**config.mk**
```make
export PLATFORM = sky130hd
export DESIGN_NAME = biquad_iir_filter_unit
export DESIGN_NICKNAME = d
export VERILOG_FILES = /design/src/rtl/core/biq_pkg.sv /design/src/rtl/core/biq_cfg.sv /design/src/rtl/core/biq_seq.sv /design/src/rtl/core/biq_dp.sv /design/src/rtl/core/biquad_iir_filter_unit.sv
export SDC_FILE = /design/constraint.sdc
export NUM_CORES = 2
export LEC_CHECK = 0
export BUFFER_PORTS_ARGS = -buffer_cell sky130_fd_sc_hd__buf_2
export CORE_MARGIN = 2
export CORE_UTILIZATION = 65
export DETAILED_ROUTE_END_ITERATION = 8
export GPL_TIMING_DRIVEN = 0
export PLACE_DENSITY = 0.88
export SLEW_MARGIN = 10
export SYNTH_ARGS = -nofsm -noshare
export SYNTH_HDL_FRONTEND = slang
export SYNTH_SLANG_ARGS = --single-unit
```
**constraint.sdc**
```tcl
create_clock -name clk -period 10.4 [get_ports clk]
set_clock_uncertainty 0.15 [all_clocks]
set_input_delay 0.52 -clock clk [delete_from_list [all_inputs] [get_ports clk]]
set_output_delay 0.52 -clock clk [all_outputs]
set_load 0.02 [all_outputs]
```
**src/rtl/core/biq_pkg.sv**
```systemverilog
`timescale 1ns / 1ps
`default_nettype none
// ----------------------------------------------------------------------------
// biq_pkg
// Shared types, widths, register map and step program of the biquad filter.
// ----------------------------------------------------------------------------
package biq_pkg;

	localparam int SAMPLE_W   = 16;
	localparam int COEF_W     = 20;
	localparam int STATE_W    = 48;
	localparam int ACC_W      = 53;
	localparam int OPND_W     = 25;
	localparam int PROD_W     = COEF_W + OPND_W;
	localparam int YLO_W      = 24;
	localparam int HI_SHIFT   = 7;
	localparam int LO_SHIFT   = 17;
	localparam int FRAC_W     = 32;
	localparam int CLAMP_W    = FRAC_W + 2;
	localparam int GAIN_SHIFT = 15;
	localparam int SCALED_W   = CLAMP_W + GAIN_SHIFT;
	localparam int STEP_W     = 4;
	localparam int ADDR_W     = 5;
	localparam int DATA_W     = 32;
	localparam int IDX_W      = 3;

	localparam logic [IDX_W-1:0] REG_B0 = 3'd0;
	localparam logic [IDX_W-1:0] REG_B1 = 3'd1;
	localparam logic [IDX_W-1:0] REG_B2 = 3'd2;
	localparam logic [IDX_W-1:0] REG_A1 = 3'd3;
	localparam logic [IDX_W-1:0] REG_A2 = 3'd4;

	localparam logic signed [COEF_W-1:0] B0_RESET = 20'sd131072;

	localparam logic [STEP_W-1:0] STEP_ACCEPT = 4'd0;
	localparam logic [STEP_W-1:0] STEP_Y_SUM  = 4'd1;
	localparam logic [STEP_W-1:0] STEP_Y_SAT  = 4'd2;
	localparam logic [STEP_W-1:0] STEP_Z1_X   = 4'd3;
	localparam logic [STEP_W-1:0] STEP_Z1_HI  = 4'd4;
	localparam logic [STEP_W-1:0] STEP_Z1_LO  = 4'd5;
	localparam logic [STEP_W-1:0] STEP_Z2_X   = 4'd6;
	localparam logic [STEP_W-1:0] STEP_Z2_HI  = 4'd7;
	localparam logic [STEP_W-1:0] STEP_Z2_LO  = 4'd8;
	localparam logic [STEP_W-1:0] STEP_DONE   = 4'd9;

	typedef enum logic [2:0] {
		COEF_B0,
		COEF_B1,
		COEF_B2,
		COEF_A1,
		COEF_A2
	} coef_sel_t;

	typedef enum logic [1:0] {
		OPND_X_IN,
		OPND_X_REG,
		OPND_Y_HI,
		OPND_Y_LO
	} opnd_sel_t;

	typedef enum logic [1:0] {
		BASE_ACC,
		BASE_Z1,
		BASE_Z2,
		BASE_ZERO
	} acc_base_t;

	typedef enum logic [1:0] {
		SHIFT_NONE,
		SHIFT_LEFT,
		SHIFT_RIGHT
	} acc_shift_t;

	typedef enum logic [1:0] {
		WAIT_NONE,
		WAIT_IN,
		WAIT_OUT
	} wait_t;

	typedef struct packed {
		logic              x_we;
		logic              mul_en;
		coef_sel_t         coef_sel;
		opnd_sel_t         opnd_sel;
		logic              acc_en;
		acc_base_t         acc_base;
		logic              acc_sub;
		acc_shift_t        acc_shift;
		logic              y_we;
		logic              p_we;
		logic              z1_we;
		logic              z2_we;
		logic              out_we;
		wait_t             wait_sel;
		logic              jmp_en;
		logic [STEP_W-1:0] jmp_tgt;
	} ctrl_t;

	typedef struct packed {
		logic signed [COEF_W-1:0] b0;
		logic signed [COEF_W-1:0] b1;
		logic signed [COEF_W-1:0] b2;
		logic signed [COEF_W-1:0] a1;
		logic signed [COEF_W-1:0] a2;
	} coef_t;

	function automatic ctrl_t biq_ucode(input logic [STEP_W-1:0] step);
		ctrl_t c;
		c = '0;
		case (step)
			STEP_ACCEPT: begin
				c.wait_sel = WAIT_IN;
				c.x_we     = 1'b1;
				c.mul_en   = 1'b1;
				c.coef_sel = COEF_B0;
				c.opnd_sel = OPND_X_IN;
			end
			STEP_Y_SUM: begin
				c.acc_en   = 1'b1;
				c.acc_base = BASE_Z1;
			end
			STEP_Y_SAT: begin
				c.y_we     = 1'b1;
				c.mul_en   = 1'b1;
				c.coef_sel = COEF_B1;
				c.opnd_sel = OPND_X_REG;
			end
			STEP_Z1_X: begin
				c.p_we     = 1'b1;
				c.acc_en   = 1'b1;
				c.acc_base = BASE_Z2;
				c.mul_en   = 1'b1;
				c.coef_sel = COEF_A1;
				c.opnd_sel = OPND_Y_HI;
			end
			STEP_Z1_HI: begin
				c.acc_en    = 1'b1;
				c.acc_sub   = 1'b1;
				c.acc_shift = SHIFT_LEFT;
				c.mul_en    = 1'b1;
				c.coef_sel  = COEF_A1;
				c.opnd_sel  = OPND_Y_LO;
			end
			STEP_Z1_LO: begin
				c.acc_en    = 1'b1;
				c.acc_sub   = 1'b1;
				c.acc_shift = SHIFT_RIGHT;
				c.mul_en    = 1'b1;
				c.coef_sel  = COEF_B2;
				c.opnd_sel  = OPND_X_REG;
			end
			STEP_Z2_X: begin
				c.z1_we    = 1'b1;
				c.acc_en   = 1'b1;
				c.acc_base = BASE_ZERO;
				c.mul_en   = 1'b1;
				c.coef_sel = COEF_A2;
				c.opnd_sel = OPND_Y_HI;
			end
			STEP_Z2_HI: begin
				c.acc_en    = 1'b1;
				c.acc_sub   = 1'b1;
				c.acc_shift = SHIFT_LEFT;
				c.mul_en    = 1'b1;
				c.coef_sel  = COEF_A2;
				c.opnd_sel  = OPND_Y_LO;
			end
			STEP_Z2_LO: begin
				c.acc_en    = 1'b1;
				c.acc_sub   = 1'b1;
				c.acc_shift = SHIFT_RIGHT;
			end
			STEP_DONE: begin
				c.z2_we    = 1'b1;
				c.out_we   = 1'b1;
				c.wait_sel = WAIT_OUT;
				c.jmp_en   = 1'b1;
				c.jmp_tgt  = STEP_ACCEPT;
			end
			default: begin
				c.jmp_en  = 1'b1;
				c.jmp_tgt = STEP_ACCEPT;
			end
		endcase
		return c;
	endfunction

	function automatic logic signed [STATE_W-1:0] sat_state(input logic signed [ACC_W-1:0] v);
		logic [ACC_W-STATE_W:0] top;
		top = v[ACC_W-1:STATE_W-1];
		if ((&top) || !(|top)) begin
			return v[STATE_W-1:0];
		end else if (v[ACC_W-1]) begin
			return {1'b1, {(STATE_W-1){1'b0}}};
		end else begin
			return {1'b0, {(STATE_W-1){1'b1}}};
		end
	endfunction

endpackage
`default_nettype wire

```
**src/rtl/core/biq_cfg.sv**
```systemverilog
`timescale 1ns / 1ps
`default_nettype none
// ----------------------------------------------------------------------------
// biq_cfg
// Register port holding the five filter coefficients.
// ----------------------------------------------------------------------------
module biq_cfg import biq_pkg::*; (
	input  wire logic              clk,
	input  wire logic              arst_n,
	input  wire logic              psel,
	input  wire logic              penable,
	input  wire logic              pwrite,
	input  wire logic [ADDR_W-1:0] paddr,
	input  wire logic [DATA_W-1:0] pwdata,
	output logic      [DATA_W-1:0] prdata,
	output logic                   pready,
	output coef_t                  coef
);

	coef_t            coef_q;
	logic             wr_en;
	logic [IDX_W-1:0] idx;
	logic [COEF_W-1:0] wval;
	logic [COEF_W-1:0] rval;

	assign pready = 1'b1;
	assign wr_en  = psel & penable & pwrite & pready;
	assign idx    = paddr[ADDR_W-1:2];
	assign wval   = pwdata[COEF_W-1:0];
	assign coef   = coef_q;

	always_ff @(posedge clk or negedge arst_n) begin
		if (!arst_n) begin
			coef_q.b0 <= B0_RESET;
			coef_q.b1 <= '0;
			coef_q.b2 <= '0;
			coef_q.a1 <= '0;
			coef_q.a2 <= '0;
		end else if (wr_en) begin
			case (idx)
				REG_B0:  coef_q.b0 <= wval;
				REG_B1:  coef_q.b1 <= wval;
				REG_B2:  coef_q.b2 <= wval;
				REG_A1:  coef_q.a1 <= wval;
				REG_A2:  coef_q.a2 <= wval;
				default: ;
			endcase
		end
	end

	always_comb begin
		case (idx)
			REG_B0:  rval = coef_q.b0;
			REG_B1:  rval = coef_q.b1;
			REG_B2:  rval = coef_q.b2;
			REG_A1:  rval = coef_q.a1;
			REG_A2:  rval = coef_q.a2;
			default: rval = '0;
		endcase
	end

	assign prdata = {{(DATA_W-COEF_W){rval[COEF_W-1]}}, rval};

endmodule
`default_nettype wire

```
**src/rtl/core/biq_seq.sv**
```systemverilog
`timescale 1ns / 1ps
`default_nettype none
// ----------------------------------------------------------------------------
// biq_seq
// Step counter and control store; issues one control word per cycle, holding the step while stalled.
// ----------------------------------------------------------------------------
module biq_seq import biq_pkg::*; (
	input  wire logic clk,
	input  wire logic arst_n,
	input  wire logic in_valid,
	input  wire logic out_busy,
	output logic      in_ready,
	output ctrl_t     ctrl
);

	logic [STEP_W-1:0] pc_q;
	logic [STEP_W-1:0] pc_d;
	ctrl_t             word;
	logic              stall;

	assign word = biq_ucode(pc_q);

	always_comb begin
		unique case (word.wait_sel)
			WAIT_IN:  stall = ~in_valid;
			WAIT_OUT: stall = out_busy;
			default:  stall = 1'b0;
		endcase
	end

	assign in_ready = (word.wait_sel == WAIT_IN);

	always_comb begin
		priority if (stall) begin
			pc_d = pc_q;
		end else if (word.jmp_en) begin
			pc_d = word.jmp_tgt;
		end else begin
			pc_d = pc_q + 1'b1;
		end
	end

	// side effects only on steps that move on
	always_comb begin
		ctrl = word;
		if (stall) begin
			ctrl.x_we   = 1'b0;
			ctrl.mul_en = 1'b0;
			ctrl.acc_en = 1'b0;
			ctrl.y_we   = 1'b0;
			ctrl.p_we   = 1'b0;
			ctrl.z1_we  = 1'b0;
			ctrl.z2_we  = 1'b0;
			ctrl.out_we = 1'b0;
		end
	end

	always_ff @(posedge clk or negedge arst_n) begin
		if (!arst_n) begin
			pc_q <= STEP_ACCEPT;
		end else begin
			pc_q <= pc_d;
		end
	end

endmodule
`default_nettype wire

```
**src/rtl/core/biq_dp.sv**
```systemverilog
`timescale 1ns / 1ps
`default_nettype none
// ----------------------------------------------------------------------------
// biq_dp
// Shared multiplier, accumulator, filter state and output scaling.
// ----------------------------------------------------------------------------
module biq_dp import biq_pkg::*; (
	input  wire logic                       clk,
	input  wire logic                       arst_n,
	input  wire ctrl_t                      ctrl,
	input  wire coef_t                      coef,
	input  wire logic signed [SAMPLE_W-1:0] sample_in,
	output logic signed      [SAMPLE_W-1:0] sample_out
);

	localparam logic signed [STATE_W-1:0] ONE_Q = 48'sh0001_0000_0000;

	logic signed [SAMPLE_W-1:0]  x_q;
	logic signed [COEF_W-1:0]    coef_mux;
	logic signed [OPND_W-1:0]    opnd_mux;
	logic signed [PROD_W-1:0]    prod_q;
	logic signed [ACC_W-1:0]     acc_q;
	logic signed [ACC_W-1:0]     base;
	logic signed [ACC_W-1:0]     addend;
	logic signed [ACC_W-1:0]     acc_d;
	logic signed [STATE_W-1:0]   y_q;
	logic signed [STATE_W-1:0]   z1_q;
	logic signed [STATE_W-1:0]   z2_q;
	logic signed [CLAMP_W-1:0]   yc;
	logic signed [SCALED_W-1:0]  p_d;
	logic signed [SCALED_W-1:0]  p_q;
	logic [SCALED_W-FRAC_W-1:0]  q_full;

	always_comb begin
		case (ctrl.coef_sel)
			COEF_B0: coef_mux = coef.b0;
			COEF_B1: coef_mux = coef.b1;
			COEF_B2: coef_mux = coef.b2;
			COEF_A1: coef_mux = coef.a1;
			COEF_A2: coef_mux = coef.a2;
			default: coef_mux = '0;
		endcase
	end

	always_comb begin
		unique case (ctrl.opnd_sel)
			OPND_X_IN:  opnd_mux = {{(OPND_W-SAMPLE_W){sample_in[SAMPLE_W-1]}}, sample_in};
			OPND_X_REG: opnd_mux = {{(OPND_W-SAMPLE_W){x_q[SAMPLE_W-1]}}, x_q};
			OPND_Y_HI:  opnd_mux = {y_q[STATE_W-1], y_q[STATE_W-1:YLO_W]};
			OPND_Y_LO:  opnd_mux = {1'b0, y_q[YLO_W-1:0]};
			default:    opnd_mux = '0;
		endcase
	end

	always_comb begin
		unique case (ctrl.acc_base)
			BASE_ACC:  base = acc_q;
			BASE_Z1:   base = {{(ACC_W-STATE_W){z1_q[STATE_W-1]}}, z1_q};
			BASE_Z2:   base = {{(ACC_W-STATE_W){z2_q[STATE_W-1]}}, z2_q};
			BASE_ZERO: base = '0;
			default:   base = '0;
		endcase
	end

	always_comb begin
		case (ctrl.acc_shift)
			SHIFT_LEFT:  addend = {{(ACC_W-PROD_W-HI_SHIFT){prod_q[PROD_W-1]}},
				prod_q, {HI_SHIFT{1'b0}}};
			SHIFT_RIGHT: addend = {{(ACC_W-PROD_W+LO_SHIFT){prod_q[PROD_W-1]}},
				prod_q[PROD_W-1:LO_SHIFT]};
			default:     addend = {{(ACC_W-PROD_W){prod_q[PROD_W-1]}}, prod_q};
		endcase
	end

	assign acc_d = ctrl.acc_sub ? (base - addend) : (base + addend);

	// clamp to [-1, +1] and scale by 32767
	always_comb begin
		priority if (y_q > ONE_Q) begin
			yc = ONE_Q[CLAMP_W-1:0];
		end else if (y_q < -ONE_Q) begin
			yc = -ONE_Q[CLAMP_W-1:0];
		end else begin
			yc = y_q[CLAMP_W-1:0];
		end
	end

	assign p_d = {yc, {GAIN_SHIFT{1'b0}}} - {{GAIN_SHIFT{yc[CLAMP_W-1]}}, yc};

	// truncate toward zero
	assign q_full = p_q[SCALED_W-1:FRAC_W]
		+ {{(SCALED_W-FRAC_W-1){1'b0}}, (p_q[SCALED_W-1] & (|p_q[FRAC_W-1:0]))};
	assign sample_out = q_full[SAMPLE_W-1:0];

	always_ff @(posedge clk) begin
		if (ctrl.x_we) begin
			x_q <= sample_in;
		end
		if (ctrl.mul_en) begin
			prod_q <= coef_mux * opnd_mux;
		end
		if (ctrl.acc_en) begin
			acc_q <= acc_d;
		end
		if (ctrl.y_we) begin
			y_q <= sat_state(acc_q);
		end
		if (ctrl.p_we) begin
			p_q <= p_d;
		end
	end

	always_ff @(posedge clk or negedge arst_n) begin
		if (!arst_n) begin
			z1_q <= '0;
			z2_q <= '0;
		end else begin
			if (ctrl.z1_we) begin
				z1_q <= sat_state(acc_q);
			end
			if (ctrl.z2_we) begin
				z2_q <= sat_state(acc_q);
			end
		end
	end

endmodule
`default_nettype wire

```
**src/rtl/core/biquad_iir_filter_unit.sv**
```systemverilog
`timescale 1ns / 1ps
`default_nettype none
// ----------------------------------------------------------------------------
// biquad_iir_filter_unit
// Second-order IIR section, transposed direct form II, Q2.17 coefficients.
// ----------------------------------------------------------------------------
// output: the word is registered at the last step, which holds while the
//   previous word is stalled; one word per pass of the 10-step program, which
//   runs seven products through one shared 20x25 multiplier
// reset: clears the filter state and step counter, coefficients return to
//   b0 = 1.0 and zero for the rest; no output word is pending
module biquad_iir_filter_unit import biq_pkg::*; (
	input  wire logic                clk,
	input  wire logic                arst_n,
	input  wire logic                s_tvalid,
	output logic                     s_tready,
	input  wire logic [SAMPLE_W-1:0] s_tdata,  // sample_in
	input  wire logic                s_tlast,  // block_end
	output logic                     m_tvalid,
	input  wire logic                m_tready,
	output logic      [SAMPLE_W-1:0] m_tdata,  // sample_out
	output logic                     m_tlast,  // block_end_out
	input  wire logic                psel,
	input  wire logic                penable,
	input  wire logic                pwrite,
	input  wire logic [ADDR_W-1:0]   paddr,
	input  wire logic [DATA_W-1:0]   pwdata,
	output logic      [DATA_W-1:0]   prdata,
	output logic                     pready
);

	coef_t                      coef;
	ctrl_t                      ctrl;
	logic signed [SAMPLE_W-1:0] sample_out;
	logic                       last_q;
	logic                       m_tvalid_q;
	logic [SAMPLE_W-1:0]        m_tdata_q;
	logic                       m_tlast_q;
	logic                       out_busy;

	assign out_busy = m_tvalid_q & ~m_tready;

	biq_cfg u_cfg (
		.clk     (clk),
		.arst_n  (arst_n),
		.psel    (psel),
		.penable (penable),
		.pwrite  (pwrite),
		.paddr   (paddr),
		.pwdata  (pwdata),
		.prdata  (prdata),
		.pready  (pready),
		.coef    (coef)
	);

	biq_seq u_seq (
		.clk      (clk),
		.arst_n   (arst_n),
		.in_valid (s_tvalid),
		.out_busy (out_busy),
		.in_ready (s_tready),
		.ctrl     (ctrl)
	);

	biq_dp u_dp (
		.clk        (clk),
		.arst_n     (arst_n),
		.ctrl       (ctrl),
		.coef       (coef),
		.sample_in  (s_tdata),
		.sample_out (sample_out)
	);

	always_ff @(posedge clk) begin
		if (ctrl.x_we) begin
			last_q <= s_tlast;
		end
		if (ctrl.out_we) begin
			m_tdata_q <= sample_out;
			m_tlast_q <= last_q;
		end
	end

	always_ff @(posedge clk or negedge arst_n) begin
		if (!arst_n) begin
			m_tvalid_q <= 1'b0;
		end else if (ctrl.out_we) begin
			m_tvalid_q <= 1'b1;
		end else if (m_tready) begin
			m_tvalid_q <= 1'b0;
		end
	end

	assign m_tvalid = m_tvalid_q;
	assign m_tdata  = m_tdata_q;
	assign m_tlast  = m_tlast_q;

endmodule
`default_nettype wire

```
Word level (Yosys, flattened, before mapping):

Index checks and enable logic that the tools add are counted.

* flip-flop bits (word level): 430
* latch bits: 0
* memory bits (writable): 0
* memory bits (read-only): 0
* bits of input ports: 61
* output and inout bits: 52
* logic and storage cells: 106
* memories: 0

* $add $sub $neg: 5
* multiply operators: 1
* divide/modulo/power cells: 0
* $lt $le $gt $ge: 2
* equal/unequal tests: 27
* shift operators: 0
* muxes and demuxes: 28
* bitwise logic cells: 6
* reductions and logical operators: 20

Operators with widths (count)
* one-hot mux 53 bit (4 select lines): 1
* one-hot mux 20 bit (5 select lines): 2
* one-hot mux 51 bit (2 select lines): 1
* one-hot mux 25 bit (4 select lines): 1
* 2-to-1 mux 48 bit: 2
* 2-to-1 mux 34 bit: 2
* adder 53 x 52 -> 53 bit: 1
* 2-to-1 mux 53 bit: 1
* subtractor 53 x 52 -> 53 bit: 1
* subtractor 49 bit: 1
* > comparator 48 x 34 -> 1 bit, second input constant: 1
* less-than comparator 48 x 33 -> 1 bit, second input constant: 1
* multiplier 20 x 25 -> 45 bit: 1
* one-hot mux 6 bit (7 select lines): 1
* OR reduction 32 bit: 1
* adder 16 x 1 -> 16 bit: 1
* equality test 4 x 3 -> 1 bit, second input constant: 4
* equality test 2 bit, second input constant: 6
* equality test 3 x 2 -> 1 bit, second input constant: 4
* 2-to-1 mux 5 bit: 2
* AND reduction 2 bit: 5
* OR reduction 9 bit: 1
* equality test 2 x 1 -> 1 bit, second input constant: 4
* equality test 4 x 2 -> 1 bit, second input constant: 2
* other kinds (24): 42

Longest topological paths before layout:

* depth in word-level cells: 7
* mapped depth: 38
* mapped depth without buffers: 36

By module:

From an unflattened synthesis, not the netlist that was laid out.

* cells, all modules: 4619
* area total of the unflattened synthesis: 43965.9 sq um

By module, submodules not included
* biq_dp: instances 1, cells each 4188, area each 38091.5 sq um, sequential area each 8738.4 sq um
* biq_cfg: instances 1, cells each 334, area each 4693.3 sq um, sequential area each 2503.7 sq um
* biq_seq: instances 1, cells each 76, area each 595.6 sq um, sequential area each 100.1 sq um
* biquad_iir_filter_unit: instances 1, cells each 21, area each 585.6 sq um, sequential area each 565.5 sq um

Least setup slack after synthesis:

No wires, ideal clock.

* path type: flip-flop to flip-flop
* start point: register u_seq.pc_q[1]
* end point: register u_dp.prod_q[41], data pin
* library setup time: 0.260 ns
* arrival: 8.895 ns
* data required time: 9.990 ns
* slack: 1.095 ns
* cell stages (with the launch flop): 36
* path buffers: 3
* period minus slack after synthesis: 9.305 ns
* path through: dfrtp_1 inv_1 ha_1 clkbuf_1 mux2i_1 o21ai_0 clkbuf_1 clkbuf_1 mux2i_1 a21oi_1 nand2_1 fa_1 inv_1 fa_1 inv_1 fa_1 inv_1 fa_1 inv_1 fa_1 inv_1 fa_1 inv_1 fa_1 inv_1 ha_1 a211oi_1 o211ai_1 nor3b_1 a221o_1 a21boi_0 o31ai_1 a211oi_1 o31ai_1 a21oi_1 xnor2_1

* longest elaborated chain between the ends: 5
* elaborated cells on any way between the ends: 20
* those cells by class: mul: 1; eq/ne: 13; mux: 3; reduce/logical: 3

RTL lines
* start, declared: line biq_seq.sv:16 `logic [STEP_W-1:0] pc_q;`
* start signal, assigned: line biq_seq.sv:62 `pc_q <= pc_d;`
* equality test 4 x 3 -> 1 bit, or another cell as far along: line biq_pkg.sv:110 `case (step)`
* one-hot mux 6 bit (7 select lines) (*): line biq_pkg.sv:110
* equality test 3 bit, or another cell as far along: line biq_dp.sv:35 `case (ctrl.coef_sel)`
* one-hot mux 20 bit (5 select lines) / one-hot mux 25 bit (4 select lines) (equally long branches): line biq_dp.sv:35, biq_dp.sv:46
* multiplier 20 x 25 -> 45 bit (*): line biq_dp.sv:100 `prod_q <= coef_mux * opnd_mux;`
* end signal, assigned: line biq_dp.sv:100
* end, declared: line biq_dp.sv:21 `logic signed [PROD_W-1:0] prod_q;`

Every way passes the cells marked *; elsewhere a longest branch is shown, timed or not.
A chain may end at the register's enable or synchronous reset.

Worst setup path in the final report:

* start point: register u_seq.pc_q[1]
* end point: register u_dp.prod_q[43], data pin

The elaborated chain is that of the path after synthesis.

==> metrics.md <==
| Metric | Value |
|---|---|
| Outcome | completed |
| Period minus WS final | 10300 ps |
| FF+latch count, synth | 430 |
| Syn Inst Count | 4738 |
| Flop-to-flop setup slack | 100 ps |
| Pin count of the biggest net entering global routing | 104 |
| Slew margin rel. | 0.270 |
| CP Max Fanout | 10 |
| Final setup vio count | 0 |
| Worst-margin pin slew | 1070 ps |
| Number of CTS-inserted buffers | 48 |
| Cell family with most CP delay | adder cells |
| Initial drt markers | 4974 |
| Clock tree buffer depth | 3 |
| RR Endpoint | u_dp.prod_q[43] |
| Final period util | 0.990 |
| Layout cell share with drive strength beyond 1 | 0.103 |
| Synth unique cells | 81 |
| DRT Pass-1 Iters | 6 |
| Max H-tree Level | 2 |
| Cell count after placement | 5708 |
| DRT antenna net count | 0 |
| Core Area | 66000 sq um |
| Dpl hpwl | 109 mm |
| Sequential area share after synthesis | 0.274 |
| Final hold slack | 31.3 ps |
| Startpoint types | flop |
| Total gr overflow | 0 |
| Final non-filler cell total | 5829 |
| Commonest cells in the netlist | inv_1, nand2_1, fa_1, nor2_1, a21oi_1 |
| Critical path buffers and inverters | 8 |
| Die Span Y | 263 microns |
| Count leader, synth | inv_1 |
| DR vias | 37187 |
| IO Port Bufs | 94 |
| Global-route wire length before repair | 211 mm |
| Total Routing Usage GR | 0.401 |
| Area Growth Syn to Fin | 9.62% |
| Vias in the first global route | 36890 |
| Instance count on the critical path | 32 |
| Crit path kind | flop to flop |
| Starting density of the core | 0.659 |
| Clk_lat worst skew | 620 ps |
| Fin util | 0.722 |
| Share of the synthesized area in the top cell type | 0.235 |
| Biggest cell delay along the critical path | 580 ps |
| Hold Path Sink | u_dp.x_q[9] |
| Fin area | 47700 sq um |
| TritonCTS clock tree | built |
| CTS clk-pin slew, worst paths | 80 ps |
| Chip width | 263 microns |
| Mapped cell area | 43500 sq um |
| F_max | 0.0971 GHz |
| Max Cap Violations | 0 |
| Worst reg2reg path depth | 32 |
| Critical Path End Type | flop |
| Fin. max-slew vios | 0 |
| Final Hold Viols | 0 |
| Reg-to-reg critical path startpoint | u_seq.pc_q[1] |
| DR WL/cell | 23.8 microns |
| DRT Wirelength | 139 mm |
| Die area | 69000 sq um |
| Post-DP Area | 45300 sq um |
| Critical Path RT | 10570 ps |
| Hold Path Stages | 1 |
| Root Driver | clkbuf_16 |
| Worst path slowest cell | fa_1 |
| GP Congestion | 1.04 |
| Number of synthesized flops with an enable pin | 229 |
| Largest cells by area after synthesis | fa_1, edfxtp_1, dfrtp_1, ha_1, inv_1 |
| Post-synth ARST share | 0.467 |
| Worst min path class | primary input to flop |
| Hold wc startpoint | s_tdata[9] |
| CTS sink count | 430 |
| Mean Syn Cell Area | 9.18 sq um |
| Top_reg_cell synth | edfxtp_1 |
| Syn Nets | 5525 |
| Largest area contributor in the netlist | fa_1 |
| Initial antenna violation count | 7 |
| CP most frequent cell | fa_1 |
| Syn. warnings | 0 |
| Critical path data arrival time | 10470 ps |
| I/O pin cnt | 113 |
| # nets final | 5705 |
| DRC | 0 |
| Row count | 94 |
| Avg Vias per Cell | 6.38 |
| Fill cells | 4776 |
sequential cells by signal (all words and copies together), names as in the netlist:
signal and flops:
last_q 1, m_tdata 16, m_tlast 1, m_tvalid 1
u_cfg.coef 100, u_dp.acc_q 53, u_dp.p_q 49, u_dp.prod_q 45
u_dp.x_q 16, u_dp.y_q 48, u_dp.z1_q 48, u_dp.z2_q 48
u_seq.pc_q 4
logic make-up (layout without fill, tap and decap cells):
logic type,Yosys count,after routing,synth area share
compound gates,998,998,0.141
xor+xnor,197,197,0.0397
fa+ha+maj,726,726,0.297
buf+inv,962,1182,0.0852
flops,430,430,0.274
mux,135,135,0.0349
other cells,1,8,0.0000862
simple gates,1289,1289,0.129
metal layers:
metal / track usage / routed length (microns)
met1: 0.491 / 48100
met2: 0.629 / 62200
met3: 0.0992 / 16200
met5: 0 / 55
met4: 0.281 / 12400
area by class of cell:
| class | instances | area, sq um | share of cell area |
|---|---|---|---|
| inverter | 717 | 2690 | 0.0565 |
| multi-input combinational | 3346 | 28300 | 0.594 |
| clock buffer | 68 | 1430 | 0.0300 |
| tap | 864 | 1080 | 0.0227 |
| antenna | 7 | 17.5 | 0.000368 |
| timing repair buffer | 145 | 1010 | 0.0211 |
| clock inverter | 22 | 161 | 0.00339 |
| buffer | 230 | 1070 | 0.0224 |
| sequential | 430 | 11900 | 0.250 |
worst max-delay path by stage:
stage | from | end
detailed placement | u_seq.pc_q[0] | u_dp.prod_q[41]
global placement | u_seq.pc_q[0] | u_dp.prod_q[44]
finish | u_seq.pc_q[1] | u_dp.prod_q[43]
CTS | u_seq.pc_q[0] | u_dp.prod_q[43]
floorplan | u_seq.pc_q[1] | u_dp.prod_q[41]
global route | u_seq.pc_q[0] | u_dp.prod_q[42]
worst register-to-register path: cells and delay by family (launching register included):
kind	cells	cell delay, ps
and+or+nand+nor	1	140
DFF	1	440
adders and majority gates	9	4140
muxes	2	460
buffers and inverters	8	1560
AOI/OAI and AO/OA	11	2610
xor gates and xnor gates	1	500
timing repair:
item / in CTS / in global routing
endpoints found under the hold margin: 114 / 0
setup endpoints to repair: 29 / 14
hold buffers: 17 / 0
setup buffers: 11 / 11
pin swaps: 7 / 11
gates resized for setup: 102 / 64
per-stage QoR:
stage	setup slack [ps]	TNS [ps]
after detailed placement	-2290	-34110
after global placement	-2380	-32970
after floorplan	1090	0
final	99.3	0
after CTS	1.45	0
after global routing	-63.0	-150
placed cells by master, fill, tap and decap left out, types with 16 or more instances in the layout:
cell type      Yosys  final
a21o_1            85     84
o22ai_1           25     24
buf_2              9    106
nand2_1          571    569
fa_1             511    508
and2_1            22     22
dlygate4sd3_1      0     17
nand4_1           40     40
o21ai_0          237    228
o31ai_1           23     22
o21a_1            40     33
buf_4             14     41
a21oi_1          365    350
nor3_1            21     20
nor2_1           423    418
nor2b_1           26     26
mux2_2           122    122
inv_1            716    716
nand2b_1          37     37
ha_1             215    211
clkbuf_1         196    147
edfxtp_1         229    229
nand3_1           45     45
dfrtp_1          200    199
and3_1            17     16
clkbuf_2           0     29
nor4_1            24     23
clkbuf_16          0     51
buf_1             22     18
o21bai_1          17     17
xor2_1            61     60
xnor2_1          136    132
a22oi_1           70     69
Power is left out: the tool's default activity adds up to more than one toggle a clock period on the data nets, which glitch-free logic cannot reach.
